File: src/sv/tpcf_pkg.sv
`timescale 1ns / 1ps
// ----------------------------------------------------------------------------
// tpcf_pkg
// shared constants and types for the three point circle fit
// ----------------------------------------------------------------------------
package tpcf_pkg;
	localparam int COORD_BITS = 11;
	localparam int FRAC_BITS  = 4;
	localparam int OUT_BITS = 21;
	localparam int NUM_BITS = 64;
	localparam int DET_BITS = 36;
	localparam int QUO_BITS = 48;
	localparam int SQ_BITS  = 44;
	localparam int RAD_BITS = 22;
	localparam logic signed [OUT_BITS-1:0] CENTER_MAX = {1'b0, {(OUT_BITS-1){1'b1}}};
	localparam logic signed [OUT_BITS-1:0] CENTER_MIN = {1'b1, {(OUT_BITS-1){1'b0}}};

	// side information carried alongside the divider
	typedef struct packed {
		logic                     valid;
		logic                     coll;
		logic signed [24:0]       x1f;
		logic signed [24:0]       y1f;
	} div_tag_t;

	// side information carried alongside the root extractor
	typedef struct packed {
		logic                     valid;
		logic                     coll;
		logic                     clip;
		logic signed [OUT_BITS-1:0] ccol;
		logic signed [OUT_BITS-1:0] crow;
	} rt_tag_t;
endpackage

File: src/sv/tpcf_sqrt_cell.sv
`timescale 1ns / 1ps
// ----------------------------------------------------------------------------
// tpcf_sqrt_cell
// one bit of a trial-square (restoring style) integer square root
// ----------------------------------------------------------------------------
module tpcf_sqrt_cell import tpcf_pkg::*; #(
	parameter int STEP = 0
) (
	input  logic                clk,
	input  logic                arst_n,
	input  logic                en,
	input  logic [SQ_BITS-1:0]  val_in,
	input  logic [RAD_BITS-1:0] root_in,
	input  rt_tag_t             tag_in,
	output logic [SQ_BITS-1:0]  val_out,
	output logic [RAD_BITS-1:0] root_out,
	output rt_tag_t             tag_out
);
	localparam int B = RAD_BITS - 1 - STEP;
	logic [RAD_BITS-1:0] trial;
	logic [SQ_BITS+1:0]  tsq;
	logic                take;

	always_comb begin
		trial = root_in | (RAD_BITS'(1) << B);
		tsq   = (SQ_BITS+2)'(trial) * (SQ_BITS+2)'(trial);
		take  = (tsq <= (SQ_BITS+2)'(val_in));
	end

	always_ff @(posedge clk or negedge arst_n) begin
		if (!arst_n) begin
			tag_out <= '0;
		end else if (en) begin
			tag_out <= tag_in;
		end
	end

	always_ff @(posedge clk) begin
		if (en) begin
			val_out      <= val_in;
			root_out     <= take ? trial : root_in;
		end
	end
endmodule

File: config.mk
export PLATFORM = sky130hd
export DESIGN_NAME = tpcf_sqrt_cell
export DESIGN_NICKNAME = d
export VERILOG_FILES = /design/src/sv/tpcf_pkg.sv /design/src/sv/tpcf_sqrt_cell.sv
export SDC_FILE = /design/constraint.sdc
export NUM_CORES = 1
export LEC_CHECK = 0
export ABC_AREA = 1
export BUFFER_PORTS_ARGS = -buffer_cell sky130_fd_sc_hd__clkbuf_2
export CORE_MARGIN = 5
export CORE_UTILIZATION = 35
export CTS_BUF_LIST = sky130_fd_sc_hd__clkbuf_16
export DETAILED_ROUTE_END_ITERATION = 16
export GPL_TIMING_DRIVEN = 1
export SETUP_SLACK_MARGIN = 0.02
export SLEW_MARGIN = 40
export SYNTH_ARGS = -nofsm -noshare
export SYNTH_HDL_FRONTEND = slang
export SYNTH_SLANG_ARGS = --single-unit
File: constraint.sdc
create_clock -name clk -period 0.8 [get_ports clk]
set_clock_uncertainty 0.15 [all_clocks]
set_input_delay 0.08 -clock clk [delete_from_list [all_inputs] [get_ports clk]]
set_output_delay 0.08 -clock clk [all_outputs]
set_load 0.1 [all_outputs]
==> flow_metrics.tcl <==
set metrics [dict create \
    clk_path_buf_depth 2 \
    violations "negative hold slack, negative setup slack" \
    synth_fp_nets 2961 \
    final_core_util 0.5015 \
    final_area_um2 28170 \
    row_count 87 \
    place.gp.congestion 0.9134 \
    clk_latency_ns 0.40 \
    netlist.area_leader.share 0.3485 \
    die_area_um2 61310 \
    synth.yosys.seq_area_share 0.1573 \
    area_growth_pct 42.54 \
    syn_area_um2 19760 \
    tightest_slew_ns 0.4027 \
    drive_gt1_frac 0.2956 \
    yosysWarningCount 0 \
    postPlaceCellArea_um2 26370 \
    synthDistinctLibCells 37 \
    drt-met1-wl_mm 22.99 \
    grt_max_degree 24 \
    antenna_left 0 \
    top_layer "met4" \
    wl_met3_mm 1.947 \
    chipWidth_um 247.6 \
    grt_pass1_vias 17530 \
    hold_buffers 45 \
    finalCritPeriodShare 8.009 \
    postRouteWirelength_mm 55.73 \
    wl_per_cell_um 15.36 \
    synth_cells 2288 \
    synthArstFlopShare 0.4054 \
    holdCritPathClass "primary input to flop" \
    status "finished with violations" \
    fillers 5222 \
    dr.pass1.iters 5 \
    antenna_found_initial 1 \
    finalHoldViolations 80 \
    place_ws_ns -6.319 \
    syn_area_per_cell_um2 8.636 \
    numCtsBuffers 9 \
    start_kind "primary input" \
    critPathArrivalTime_ns 6.41 \
    start_util 0.3518 \
    regArea_um2 3277 \
    crit_path_end_kind "flop" \
    synth_ff_type "edfxtp_1" \
    vias_per_cell 4.442 \
    fin_crit_ns 6.407 \
    wl_met2_mm 29.69 \
    cp.required_ns 0.81 \
    clkSlewWorstSetupHoldPaths_ns 0.10 \
    synth.most_common_cell "inv_1" \
    core_um2 56170 \
    grt.total_usage 0.1867 \
    cp_max_fo 5 \
    diodes 0 \
    synth_area_leader_cell "fa_1" \
    critPathKind "primary input to flop" \
    final-max-slew-violation-count 0 \
    cap_violations 0 \
    path_common_cell "nand2_1" \
    die_y_um 247.6 \
    slowest_delay_ns 0.54 \
    cts.htree.levels 3 \
    num_vias 16120 \
    drc 0 \
    setup_ws_ns -5.607 \
    cp_slowest_cell "fa_1" \
    fin_nets 3540 \
    clockRootBuffer "clkbuf_16" \
    dp_hpwl_mm 47.98 \
    finalSetupViolCount 157 \
    yosys-top-cells-count "719 x inv_1, 487 x nand2_1, 344 x fa_1" \
    relSlewSlack 0.7291 \
    timing.hold.ws_ns -0.2473 \
    finalSetupTns_ns -70.53 \
    grt-ovfl-total 0 \
    multi_input_area_um2 14440 \
    port-buffer-count 224 \
    synth_edf_count 66 \
    rsz0062_at_grt "yes" \
    synthTopCellsByArea "fa_1 35%, inv_1 14%, ha_1 14%" \
    synth_seq_cells 111 \
    drt_iter0_drc 733 \
    io_pins 225 \
    cts.sinks 111 \
    grt_pass1_wl_mm 90.48 \
    cts_tree "built" \
    critPathBufInv 9 \
    crit_family "adder cells" \
    fmax_ghz 0.1561 \
]
cell families after synthesis:
kind of cell	after synthesis	share of synthesized area
XOR/XNOR	44	0.01950
multiplexers	45	0.02564
AO/OA/AOI/OAI	101	0.02767
adder cells (fa/ha/maj)	559	0.4846
buffers and inverters	770	0.1466
flip-flops	111	0.1573
AND/OR/NAND/NOR	658	0.1387
routing by layer:
metal | track usage | vias to the layer above
li1 | - | 7795
met1 | 0.2309 | 7960
met2 | 0.3451 | 299
met3 | 0.02574 | 62
met4 | 0.04422 | 0
met5 | 0 | -
worst reg2reg max path, stage by stage, from the launching register on:
cell and delay (ns):
dfrtp_4 0.50, buf_6 0.12, mux2_4 0.26
per-stage QoR:
stage          hold WS (ns)  instances
2_1_floorplan       -0.3656       2288
3_3_place_gp        -0.1790       3549
3_5_place_dp        -0.1714       3549
4_1_cts             -0.2727       3623
5_1_grt             -0.2635       3628
6_report            -0.2473       3628
cells in the final DEF, fill, tap and decap left out, types with 43 or more instances in the layout:
master         netlist  layout
buf_4                0     285
nand2_2             21      48
buf_12               0     128
fa_1               344     334
dfrtp_4              0      45
inv_1              719     711
nand2_1            487     449
edfxtp_1            66      66
ha_1               215     192
clkbuf_2             0      93
dlygate4sd3_1        0      43
nor2_1              70      59
state kept, by name, indices dropped and copies added, names as in the netlist:
name	cells
tag_out	45
val_out	44
root_out	22
worst paths after layout:
check                                              from                         end  slack (ns)  cells after the start
worst max-delay path                         root_in[9]  root_out[21]$_SDFFCE_PP1P_       -5.61                     33
worst min-delay path                          tag_in[6]      tag_out[6]$_DFFE_PN0P_       -0.25                      2
worst max register to register   tag_out[3]$_DFFE_PN0P_      tag_out[3]$_DFFE_PN0P_       -0.35                      2
worst min register to register  tag_out[11]$_DFFE_PN0P_     tag_out[11]$_DFFE_PN0P_        0.43                      1
max in group asynchronous                        arst_n     tag_out[17]$_DFFE_PN0P_        0.13                      3
min in group asynchronous                        arst_n     tag_out[30]$_DFFE_PN0P_       -0.06                      2
area by class of cell:
type,count,share of cell area
Clock buffer,9,0.007996
Clock inverter,7,0.003243
Inverter,723,0.09635
Multi-Input combinational cell,1407,0.5127
Sequential cell,111,0.1163
Tap cell,756,0.03358
Timing Repair Buffer,615,0.2298
what timing repair did:
item | 4_1_cts | 5_1_grt
endpoints found under the hold margin | 164 | 77
resized for setup | 173 | 30
setup endpoints to repair | 157 | 159
cloned | 2 | 0
setup buffers | 11 | 6
pin swaps | 107 | 37
Power is left out: the tool's default activity adds up to more than one toggle a clock period on the data nets, which glitch-free logic cannot reach.
