`src/sv/tpcf_pkg.sv`:
```
`timescale 1ns / 1ps
// ----------------------------------------------------------------------------
// tpcf_pkg
// shared constants and types for the three point circle fit
// ----------------------------------------------------------------------------
package tpcf_pkg;
	localparam int COORD_BITS = 11;
	localparam int FRAC_BITS  = 4;
	localparam int OUT_BITS = 21;
	localparam int NUM_BITS = 64;
	localparam int DET_BITS = 36;
	localparam int QUO_BITS = 48;
	localparam int SQ_BITS  = 44;
	localparam int RAD_BITS = 22;
	localparam logic signed [OUT_BITS-1:0] CENTER_MAX = {1'b0, {(OUT_BITS-1){1'b1}}};
	localparam logic signed [OUT_BITS-1:0] CENTER_MIN = {1'b1, {(OUT_BITS-1){1'b0}}};

	// side information carried alongside the divider
	typedef struct packed {
		logic                     valid;
		logic                     coll;
		logic signed [24:0]       x1f;
		logic signed [24:0]       y1f;
	} div_tag_t;

	// side information carried alongside the root extractor
	typedef struct packed {
		logic                     valid;
		logic                     coll;
		logic                     clip;
		logic signed [OUT_BITS-1:0] ccol;
		logic signed [OUT_BITS-1:0] crow;
	} rt_tag_t;
endpackage

```
`src/sv/tpcf_div_cell.sv`:
```
`timescale 1ns / 1ps
// ----------------------------------------------------------------------------
// tpcf_div_cell
// one restoring division step on magnitudes, two quotients side by side
// ----------------------------------------------------------------------------
module tpcf_div_cell import tpcf_pkg::*; #(
	parameter int STEP = 0
) (
	input  logic                 clk,
	input  logic                 arst_n,
	input  logic                 en,
	input  logic [NUM_BITS-1:0]  rem_a_in,
	input  logic [NUM_BITS-1:0]  rem_b_in,
	input  logic [QUO_BITS-1:0]  quo_a_in,
	input  logic [QUO_BITS-1:0]  quo_b_in,
	input  logic [DET_BITS-1:0]  dvs_in,
	input  logic [1:0]           neg_in,
	input  div_tag_t             tag_in,
	output logic [NUM_BITS-1:0]  rem_a_out,
	output logic [NUM_BITS-1:0]  rem_b_out,
	output logic [QUO_BITS-1:0]  quo_a_out,
	output logic [QUO_BITS-1:0]  quo_b_out,
	output logic [DET_BITS-1:0]  dvs_out,
	output logic [1:0]           neg_out,
	output div_tag_t             tag_out
);
	localparam int SH = QUO_BITS - 1 - STEP;
	logic [NUM_BITS+QUO_BITS-1:0] dsh;
	logic [NUM_BITS+QUO_BITS-1:0] ra, rb;
	logic                         ta, tb;

	always_comb begin
		dsh = {{NUM_BITS{1'b0}}, {(QUO_BITS-DET_BITS){1'b0}}, dvs_in} << SH;
		ra  = {{QUO_BITS{1'b0}}, rem_a_in};
		rb  = {{QUO_BITS{1'b0}}, rem_b_in};
		ta  = (ra >= dsh);
		tb  = (rb >= dsh);
	end

	always_ff @(posedge clk or negedge arst_n) begin
		if (!arst_n) begin
			tag_out <= '0;
		end else if (en) begin
			tag_out <= tag_in;
		end
	end

	always_ff @(posedge clk) begin
		if (en) begin
			rem_a_out     <= ta ? NUM_BITS'(ra - dsh) : rem_a_in;
			rem_b_out     <= tb ? NUM_BITS'(rb - dsh) : rem_b_in;
			quo_a_out     <= quo_a_in | (QUO_BITS'(ta) << SH);
			quo_b_out     <= quo_b_in | (QUO_BITS'(tb) << SH);
			dvs_out       <= dvs_in;
			neg_out       <= neg_in;
		end
	end
endmodule

```
`config.mk`:
```
export PLATFORM = sky130hd
export DESIGN_NAME = tpcf_div_cell
export DESIGN_NICKNAME = d
export VERILOG_FILES = /design/src/sv/tpcf_pkg.sv /design/src/sv/tpcf_div_cell.sv
export SDC_FILE = /design/constraint.sdc
export NUM_CORES = 1
export LEC_CHECK = 0
export ABC_AREA = 1
export BUFFER_PORTS_ARGS = -buffer_cell sky130_fd_sc_hd__buf_2
export CAP_MARGIN = 20
export CORE_AREA = 2 2 246 248
export CTS_CLUSTER_DIAMETER = 150
export CTS_CLUSTER_SIZE = 28
export DETAILED_ROUTE_END_ITERATION = 10
export DIE_AREA = 0 0 248 250
export MAX_ROUTING_LAYER = met4
export PLACE_DENSITY = 0.46
export SKIP_CTS_REPAIR_TIMING = 1
export SLEW_MARGIN = 20
export SYNTH_ARGS = -nofsm -noshare
export SYNTH_HDL_FRONTEND = slang
export SYNTH_SLANG_ARGS = --single-unit
export TNS_END_PERCENT = 50
```
`constraint.sdc`:
```
create_clock -name clk -period 0.8 [get_ports clk]
set_input_delay 0.16 -clock clk [delete_from_list [all_inputs] [get_ports clk]]
set_output_delay 0.16 -clock clk [all_outputs]
set_load 0.01 [all_outputs]
```
==> results of run 1 <==
-- synth_stat cells --
master / instances / share of area, %
o21ai_0: 5 / 0.19
nor2_2: 5 / 0.24
buf_6: 2 / 0.17
nand2_2: 4 / 0.19
nand2_1: 251 / 7.3
fa_1: 2 / 0.31
ha_1: 34 / 3.3
buf_2: 6 / 0.23
nand3_2: 1 / 0.078
clkinv_1: 2 / 0.058
inv_1: 85 / 2.5
a21o_1: 2 / 0.12
nand4_1: 42 / 2.0
a21oi_1: 25 / 0.97
o21bai_1: 4 / 0.23
edfxtp_1: 262 / 61
nor3_1: 2 / 0.078
dfrtp_1: 52 / 10
clkbuf_1: 7 / 0.20
or2_2: 1 / 0.049
a21boi_0: 1 / 0.058
and2_1: 2 / 0.097
mux2_2: 52 / 4.5
xnor2_1: 2 / 0.14
xor2_1: 14 / 0.95
nand3_1: 25 / 0.97
nor2_1: 112 / 3.3
nand3_4: 5 / 0.68
-- report_power, final --
group          total (W)  internal (W)  switching (W)  leakage, nW
sequential        0.0196        0.0192       0.000461         3.17
clock            0.00999       0.00422        0.00577        0.249
combinational    0.00864       0.00451        0.00413         7.00
-- area by class of cell --
class                           count  area [um^2]
Sequential cell                   314         9170
Fill cell                        5956        36400
Tap cell                          782          978
Multi-Input combinational cell    598         3950
Timing Repair Buffer             1110         8150
Antenna cell                        2         5.00
Inverter                           87          362
Clock inverter                      4         72.6
Clock buffer                       20          437
-- metrics by stage --
stage / TNS, ns / hold slack [ns] / setup slack [ns] / power (W) / utilization (%)
after floorplan: -38.67 / -0.136 / -0.900 / 0.0226 / -
after global placement: -110.55 / 0.182 / -1.28 / 0.0269 / 31.5
after detailed placement: -113.78 / 0.189 / -1.32 / 0.0269 / 31.5
after CTS: -174.73 / -0.442 / -0.737 / 0.0371 / 32.3
after global routing: -182.55 / 0.00375 / -0.779 / 0.0401 / 38.8
final: -159.54 / 0.0118 / -0.726 / 0.0383 / 38.8
-- worst reg2reg max path: cells and delay by family (launching register included) --
kind                   cells  cell delay, ns
flip-flops                 1            0.42
multiplexers               1            0.26
buffers and inverters      1            0.14
-- per-layer routing --
metal | share of wire [%] | wire length, um
met1 | 40 | 20900
met3 | 5.9 | 3120
met2 | 52 | 27500
met5 | 0 | 0
met4 | 1.9 | 1010
-- flip-flops by register name, summed over array words and instances (netlist names) --
register   count
rem_a_out     64
quo_b_out     48
dvs_out       36
neg_out        2
tag_out       52
quo_a_out     48
rem_b_out     64
-- worst paths after layout --
path	startpoint	cells after the start	slack [ns]	to
max in group asynchronous	arst_n	3	0.42	tag_out[8]
min in group asynchronous	arst_n	3	0.14	tag_out[10]
setup / recovery	dvs_in[6]	13	-0.73	rem_b_out[58]
setup reg to reg	tag_out[0]	2	-0.12	tag_out[0]
hold reg to reg	tag_out[45]	1	0.51	tag_out[45]
hold / removal	rem_a_in[51]	3	0.01	rem_a_out[51]
-- kinds of logic (layout without fill, tap and decap cells) --
| logic type | Yosys count | after routing |
|---|---|---|
| compound gates | 37 | 37 |
| xor+xnor | 16 | 16 |
| fa+ha+maj | 36 | 36 |
| buf+inv | 102 | 1221 |
| flops | 314 | 314 |
| mux | 52 | 52 |
| other cells | 0 | 2 |
| simple gates | 450 | 457 |
==> results by group, run 1 <==
Run status
  – Status: complete, but fails checks
  – Failing checks: setup timing

Cells and area
  – Layout cells sized above 1: 46.7%
  – Commonest non-fill, non-tap cell in the layout: buf_2
  – Final cell count without fillers: 2917
  – Nets@finish: 2480
  – Area delta synth->final: 79.3%
  – Design Area, Final: 23100 um^2
  – Most frequent cells in the layout: 571 x buf_2, 290 x dlygate4sd3_1, 262 x edfxtp_1, 236 x nand2_1, 164 x buf_4

Global routing
  – M3 GR Usage: 3.03%
  – GR Util All Layers: 15.2%
  – GR Layer Usage met1: 17.2%
  – Largest net degree at the start of global routing: 53
  – Vias in the first global route: 10600
  – Antenna violations before repair: 3
  – GR peak layer: met2
  – GR Overflow Total: 0
  – GRT met2 Usage: 27.3%
  – Global-route wire length before repair: 68.0 mm

Floorplan
  – I/O pin count: 631
  – Die H: 250 um
  – Initial Util: 21.7%
  – Die ar.: 62000 um^2
  – FP Rows: 90
  – Core Box Area: 59600 um^2
  – Die Wd: 248 um

Clock tree
  – CTS buffer count: 16
  – CTS tree: built
  – Reg clk slew, reported paths: 0.11 ns
  – H-tree depth: 1
  – CTS sink cnt: 314
  – Root buffer selected by CTS: clkbuf_16
  – Clock Latency Late Sink: 0.54 ns
  – CTS Buffer Depth: 3

STA
  – Clock Skew: 0 ns
  – Pins Over Slew Limit: 0
  – Final Cycle Share: 191%
  – Max Fclk: 0.655 GHz
  – Slew headroom: 78.2%
  – Fin crit period: 1.53 ns
  – Final worst-path setup slack: -0.726 ns
  – Final Setup Violations: 355
  – Final Hold Vio Count: 0
  – Unrepaired setup endpoints after global routing: yes
  – Worst Max-Slew Pin Slew: 0.326 ns

Detailed routing
  – Post-DRT Antenna Nets: 0
  – Vias per cell: 4.07
  – TritonRoute pass-1 iters: 5
  – DR WL/cell: 18.0 um
  – Drt initial violations: 572
  – Routed via count: 11900
  – Total routed wirelength: 52.6 mm
  – DRC Markers: 0

Place
  – Placed insts: 2573
  – DP Area: 18800 um^2
  – Routability Congestion: 0.886
  – IO Port Bufs: 630
  – DPL Wire Length: 40.1 mm

Setup path
  – Worst-path cell chain: buf_8 > clkinvlp_4 > buf_12 > ha_4 > nand2_4 > nor2_4 > and2_1 > nand2_1 > nor2_2 > nand3_4 > clkbuf_16 > nand4_1 > nand2_1
  – Crit-path leading delay family: simple AND/OR/NAND/NOR gates
  – WS Path Type: primary input to flop
  – Crit-path slowest cell: ha_4
  – Worst Path Arrival: 1.84 ns
  – Max FO, Critical Path: 8
  – Worst path bufs/invs: 4
  – WP data required: 1.12 ns
  – Crit end category: flop
  – Crit start category: primary input
  – CP most frequent cell: nand2_1
  – Worst path max stage delay: 0.29 ns

Synthesis
  – Mapped cell area: 12900 um^2
  – Post-Synth Adder-Cell Area: 3.61%
  – XOR/XNOR Fraction of Synth Area: 1.09%
  – Seq/Total Area, Yosys: 71.1%
  – Simple-gate share of the synthesized area: 15.0%
  – Post-synthesis register bit count: 314
  – Mux cell area share after synthesis: 4.54%
  – YS warnings: 0
  – Main combinational cell family by area after synthesis: simple AND/OR/NAND/NOR gates
  – Synthesized net count: 1360
  – Synth Area in Compound Gates: 1.57%
  – Mapped Cells: 1007
  – Syn avg cell area: 12.8 um^2
  – Netlist cell types: 28

Run
  – Max_cap viols: 0

Power and ir drop
  – P_leak: 10.4 nW
  – Worst VDD drop: 1.29 mV
  – PwrDens: 1660 nW/um^2

Hold path
  – Min-Delay Path Class: primary input to flop
No activity file was read; power rests on OpenSTA's default activity.
==> inputs of run 2 (changes only) <==
--- a/config.mk
+++ b/config.mk
@@ -15,6 +15,7 @@
 export DIE_AREA = 0 0 248 250
 export MAX_ROUTING_LAYER = met4
 export PLACE_DENSITY = 0.46
+export REMOVE_ABC_BUFFERS = 1
 export SKIP_CTS_REPAIR_TIMING = 1
 export SLEW_MARGIN = 20
 export SYNTH_ARGS = -nofsm -noshare
==> run 2 against run 1 <==
The flow finishes with violations (hold timing, setup timing). Count of clock-buffer cells in the layout up 2. Final cell count rose by 1.2%. Sequential cell count did not move. Critical path type unchanged.
==> results by group, run 2 (synthesized netlist as in run 1, its figures left out) <==
Run status
  – Status: complete, but fails checks
  – Failing checks: hold timing, setup timing

Floorplan
  – Die Wd: 248 um (unchanged)
  – Die H: 250 um (unchanged)
  – FP Rows: 90 (unchanged)
  – Die ar.: 62000 um^2 (unchanged)
  – Core Box Area: 59600 um^2 (unchanged)
  – Initial Util: 21.7% (unchanged)
  – I/O pin count: 631 (unchanged)

Cells and area
  – Most frequent cells in the layout: 578 x buf_2, 287 x dlygate4sd3_1, 262 x edfxtp_1, 210 x nand2_1, 198 x buf_4
  – Area delta synth->final: 81.9%
  – Design Area, Final: 23500 um^2 (+1.5%)
  – Nets@finish: 2512 (+1.3%)
  – Largest registers: rem_a_out x64, rem_b_out x64, tag_out x52
  – Layout cells sized above 1: 49.4% (+2.7 points)
  – Commonest non-fill, non-tap cell in the layout: buf_2

Hold path
  – WHS Path Cells: 3 (unchanged)
  – Min-Delay Path Class: primary input to flop

Global routing
  – GR Util All Layers: 15.1% (-0.071 points)
  – GR Overflow Total: 0 (unchanged)
  – Largest net degree at the start of global routing: 53 (unchanged)
  – Global-route wire length before repair: 67.3 mm (-0.96%)
  – Vias in the first global route: 10600 (+0.019%)
  – Antenna violations before repair: 4 (+1)

Power and ir drop
  – Pwr Total: 0.0375 W (-2.1%)
  – PwrDens: 1600 nW/um^2 (-3.5%)
  – Worst VDD drop: 1.61 mV (+25%)
  – P_leak: 10.5 nW (+1.1%)

Setup path
  – Crit-path leading delay family: simple AND/OR/NAND/NOR gates
  – CP most frequent cell: nor2_4
  – Worst reg2reg path depth: 2 (unchanged)
  – WP data required: 1.10 ns (-0.02 ns)
  – Critical Path Stages: 12 (-1)
  – Crit end category: flop
  – WS Path Type: primary input to flop
  – Worst path bufs/invs: 3 (-1)
  – Max FO, Critical Path: 8 (unchanged)
  – Crit-path slowest cell: ha_4
  – Worst Path Arrival: 1.75 ns (-0.09 ns)
  – Worst-path cell chain: buf_8 > clkinvlp_4 > ha_4 > nand2_4 > nor2_4 > and2_4 > nand2_2 > nor2_4 > nand3_4 > clkbuf_16 > nand4_1 > nand2_1
  – Worst path max stage delay: 0.34 ns (+0.05 ns)
  – Crit start category: primary input

Place
  – DP Area: 18700 um^2 (-0.47%)
  – Place WS: -1.52 ns (-0.191 ns)
  – DPL Wire Length: 40.9 mm (+1.8%)
  – Routability Congestion: 0.924 (+4.4%)
  – IO Port Bufs: 630 (unchanged)

Clock tree
  – CTS buffer count: 15 (-1)
  – CTS Buffer Depth: 3 (unchanged)
  – CTS tree: built
  – Reg clk slew, reported paths: 0.12 ns (about the same)
  – CTS sink cnt: 314 (unchanged)
  – Root buffer selected by CTS: clkbuf_16
  – H-tree depth: 1 (unchanged)
  – Clock Latency Late Sink: 0.51 ns (-0.03 ns)

STA
  – Fin crit period: 1.46 ns (-0.0674 ns)
  – Worst Max-Slew Pin Slew: 0.313 ns (-0.0126 ns)
  – Slew headroom: 79.1% (+0.87 points)
  – Final Setup Violations: 356 (+0.28%)
  – Hold slack: -0.00646 ns (-0.0183 ns)
  – Max Fclk: 0.685 GHz (+4.6%)
  – Final Hold Vio Count: 1 (+1)
  – Clock Skew: 0 ns (unchanged)
  – Unrepaired setup endpoints after global routing: yes
  – Final Cycle Share: 182% (-8.4 points)
  – Final worst-path setup slack: -0.659 ns (+0.0674 ns)
  – Pins Over Slew Limit: 0 (unchanged)

Detailed routing
  – DR WL/cell: 18.1 um (+0.30%)
  – Total routed wirelength: 53.4 mm (+1.5%)
  – TritonRoute pass-1 iters: 5 (unchanged)
  – DRC Markers: 0 (unchanged)
  – Post-DRT Antenna Nets: 0 (unchanged)
  – Drt initial violations: 555 (-3.0%)
  – Routed via count: 12100 (+1.9%)
  – Vias per cell: 4.10 (+0.72%)

Run
  – Max_cap viols: 0 (unchanged)
[run 2: changes by cell type in the layout (fill, tap and decap cells not counted), sizes merged]
cell / delta
clkinvlp: -1
inv: +1
dlygate4sd3: -3
buf: +35
bufinv: -1
clkinv: +1
clkbuf: +5
nand3: -2
[run 2: path summary, 6_finish.rpt]
check	slack, ns	startpoint	to
worst max-delay path	-0.66	dvs_in[1]	rem_b_out[57]
worst min-delay path	-0.006	rem_a_in[50]	rem_a_out[50]
worst max register to register	-0.10	tag_out[40]	tag_out[40]
worst min register to register	0.51	tag_out[22]	tag_out[22]
max in group asynchronous	0.36	arst_n	tag_out[51]
min in group asynchronous	0.17	arst_n	tag_out[47]
[run 2: metrics by stage]
step	utilization, %	setup TNS, ns	instances	hold WS (ns)
5_1_grt	39.4	-178.74	2952	0.00865
3_5_place_dp	31.3	-110.56	2607	0.176
6_report	39.4	-157.61	2952	-0.00646
4_1_cts	32.1	-178.13	2633	-0.416
3_3_place_gp	31.3	-108.95	2607	0.185
2_1_floorplan	-	-37.97	992	-0.136
[run 2: power breakdown]
group	internal (W)	switching [W]	leakage (nW)
Sequential	0.0192	0.000503	3.17
Combinational	0.00457	0.00415	7.16
Clock	0.00366	0.00543	0.213
[run 2: cell type report]
class	count	area, um^2
tap	782	978
clock inverter	4	38.8
timing repair buffer	1145	8430
fill	5867	36100
multi-input combinational	596	4080
inverter	87	360
antenna	2	5.00
sequential	314	9170
clock buffer	22	402
[run 2: tightest hold or removal path: stages]
cell	delay (ns)
buf_2	0.12
nand4_1	0.09
nand2_1	0.07
[run 2: routing by layer]
layer | vias up | share of wire, % | global-route usage [%]
li1 | 5793 | - | -
met1 | 5902 | 41 | 17.7
met2 | 349 | 51 | 26.3
met3 | 67 | 5.3 | 2.67
met4 | 0 | 2.6 | 4.35
met5 | - | 0 | -
==> inputs of run 3 (changes only) <==
--- a/config.mk
+++ b/config.mk
@@ -17,6 +17,7 @@
 export PLACE_DENSITY = 0.46
 export REMOVE_ABC_BUFFERS = 1
 export SKIP_CTS_REPAIR_TIMING = 1
+export SKIP_LAST_GASP = 1
 export SLEW_MARGIN = 20
 export SYNTH_ARGS = -nofsm -noshare
 export SYNTH_HDL_FRONTEND = slang
==> run 3 against run 2 <==
The flow still finishes with violations (hold timing, setup timing). Global-route usage unchanged. Count of clock-buffer cells in the layout unchanged. Sequential power about the same. First-iteration DRC count decreased by 0.54%. Sequential share of layout area increased by 0.17 points. Total power decreased by 0.38%. Via count about the same. Routed wire length decreased by 0.15%. Fmax decreased by 0.68%.
==> results by group, run 3 (synthesized netlist as in run 1, its figures left out) <==
Floorplan
  – Die Wd: 248 um (unchanged)
  – I/O pin count: 631 (unchanged)
  – FP Rows: 90 (unchanged)
  – Initial Util: 21.7% (unchanged)
  – Core Box Area: 59600 um^2 (unchanged)
  – Die ar.: 62000 um^2 (unchanged)
  – Die H: 250 um (unchanged)

Power and ir drop
  – Register share of total power: 52.7% (+0.2 points)
  – Sw Share: 26.9% (-0.033 points)
  – Switching power: 0.0100 W (-0.50%)
  – Combinational fraction of design power: 23.1% (-0.2 points)
  – Internal power: 0.0273 W (-0.33%)
  – PwrDens: 1600 nW/um^2 (about the same)
  – P_leak: 10.5 nW (-0.30%)
  – Worst VDD drop: 1.61 mV (about the same)
  – Clock power frac: 24.3% (about the same)

Setup path
  – Crit start category: primary input
  – Worst Path Arrival: 1.76 ns (about the same)
  – Crit-path slowest cell: ha_4
  – Worst-path cell chain: buf_8 > clkinvlp_4 > ha_4 > nand2_4 > nor2_4 > and2_4 > nand2_2 > nor2_4 > nand3_4 > clkbuf_16 > nand4_1 > nand2_1
  – Crit end category: flop
  – Max FO, Critical Path: 8 (unchanged)
  – R2R setup slack: -0.10 ns (about the same)
  – WP data required: 1.09 ns (about the same)
  – WS Path Type: primary input to flop
  – Worst path max stage delay: 0.35 ns (about the same)
  – Critical Path Stages: 12 (unchanged)
  – Worst path bufs/invs: 3 (unchanged)
  – Crit-path leading delay family: simple AND/OR/NAND/NOR gates
  – Worst reg2reg path depth: 2 (unchanged)
  – CP most frequent cell: nor2_4

Clock tree
  – Clock Latency Late Sink: 0.51 ns (about the same)
  – Root buffer selected by CTS: clkbuf_16
  – CTS sink cnt: 314 (unchanged)
  – CTS Buffer Depth: 3 (unchanged)
  – Reg clk slew, reported paths: 0.12 ns (about the same)
  – H-tree depth: 1 (unchanged)
  – CTS buffer count: 15 (unchanged)
  – CTS tree: built

Global routing
  – Global-route wire length before repair: 67.3 mm (unchanged)
  – Largest net degree at the start of global routing: 53 (unchanged)
  – M3 GR Usage: 2.67% (unchanged)
  – GRT met2 Usage: 26.3% (unchanged)
  – Vias in the first global route: 10600 (unchanged)
  – GR peak layer: met2
  – GR Overflow Total: 0 (unchanged)
  – GR Layer Usage met1: 17.7% (unchanged)
  – GR Util All Layers: 15.1% (unchanged)
  – Antenna violations before repair: 4 (unchanged)

Run
  – Max_cap viols: 0 (unchanged)

STA
  – Final Cycle Share: 184% (+1.2 points)
  – Final worst-path setup slack: -0.669 ns (-0.0100 ns)
  – Max Fclk: 0.681 GHz (-0.68%)
  – Hold slack: -0.00523 ns (+0.00123 ns)
  – Post-route setup TNS: -157.41 ns (+0.197 ns)
  – Final Setup Violations: 356 (unchanged)
  – Clock Skew: 0 ns (unchanged)
  – Slew headroom: 78.9% (-0.12 points)
  – Pins Over Slew Limit: 0 (unchanged)
  – Final Hold Vio Count: 1 (unchanged)
  – Fin crit period: 1.47 ns (+0.0100 ns)
  – Unrepaired setup endpoints after global routing: yes
  – Worst Max-Slew Pin Slew: 0.315 ns (+0.00177 ns)

Place
  – DPL Wire Length: 40.9 mm (unchanged)
  – DP Area: 18700 um^2 (unchanged)
  – Routability Congestion: 0.924 (unchanged)
  – IO Port Bufs: 630 (unchanged)

Detailed routing
  – Post-DRT Antenna Nets: 0 (unchanged)
  – Vias per cell: 4.10 (about the same)
  – TritonRoute pass-1 iters: 5 (unchanged)
  – Total routed wirelength: 53.3 mm (-0.15%)
  – Routed via count: 12100 (-0.083%)
  – Drt initial violations: 552 (-0.54%)
  – DR WL/cell: 18.1 um (-0.15%)
  – DRC Markers: 0 (unchanged)

Cells and area
  – Reg area: 9170 um^2 (unchanged)
  – Fillers: 5878 (+0.19%)
  – Area of the multi-input gates: 4070 um^2 (-0.18%)
  – Area delta synth->final: 81.1%
  – Most frequent cells in the layout: 593 x buf_2, 287 x dlygate4sd3_1, 262 x edfxtp_1, 212 x nand2_1, 198 x buf_4
  – Design Area, Final: 23400 um^2 (-0.44%)
  – Layout cells sized above 1: 49.3% (-0.14 points)
  – Final Util: 39.2% (-0.17 points)
  – Nets@finish: 2512 (unchanged)
  – Commonest non-fill, non-tap cell in the layout: buf_2
  – Largest registers: rem_a_out x64, rem_b_out x64, tag_out x52

Run status
  – Failing checks: hold timing, setup timing
  – Status: complete, but fails checks

Hold path
  – WHS Path Cells: 3 (unchanged)
  – Min-Delay Path Class: primary input to flop
[run 3: cell counts in the layout (fill, tap and decap cells not counted)]
No cell type changed its count.
[run 3: path summary, 6_finish.rpt]
| kind | startpoint | end |
|---|---|---|
| worst min register to register | tag_out[34] | tag_out[34] |
| worst max register to register | tag_out[40] | tag_out[40] |
| max in group asynchronous | arst_n | tag_out[51] |
| worst min-delay path | rem_a_in[50] | rem_a_out[50] |
| min in group asynchronous | arst_n | tag_out[47] |
| worst max-delay path | dvs_in[1] | rem_b_out[55] |
[run 3: final cells by class]
type / instances / area share, %
sequential: 314 / 39.3
timing repair buffer: 1145 / 35.7
multi-input combinational: 596 / 17.4
tap: 782 / 4.19
clock buffer: 22 / 1.72
inverter: 87 / 1.53
clock inverter: 4 / 0.166
antenna: 2 / 0.0214
[run 3: metrics by stage]
step	setup WS, ns	hold WS [ns]	cells	total power [W]
after global routing	-0.716	0.00865	2952	0.0391
after CTS	-0.927	-0.416	2633	0.0360
after global placement	-1.45	0.185	2607	0.0268
after detailed placement	-1.52	0.176	2607	0.0268
final	-0.669	-0.00523	2952	0.0373
after floorplan	-1.08	-0.136	992	0.0223
[run 3: per-layer routing]
layer  vias up  wire (um)
met2       344      27300
met3        59       2780
met5         -          0
met4         0       1420
li1       5796          -
met1      5902      21800
[run 3: power by group through the flow]
stage,sequential [W],clock (W),combinational [W]
finish,0.0197,0.00906,0.00862
detailed placement,0.0200,0,0.00679
CTS,0.0196,0.00956,0.00681
floorplan,0.0207,0,0.00165
global placement,0.0200,0,0.00676
global route,0.0198,0.0100,0.00928
[run 3: worst reg2reg max path, stage by stage, from the launching register on]
cell	delay, ns
dfrtp_1	0.41
buf_4	0.14
mux2_2	0.25
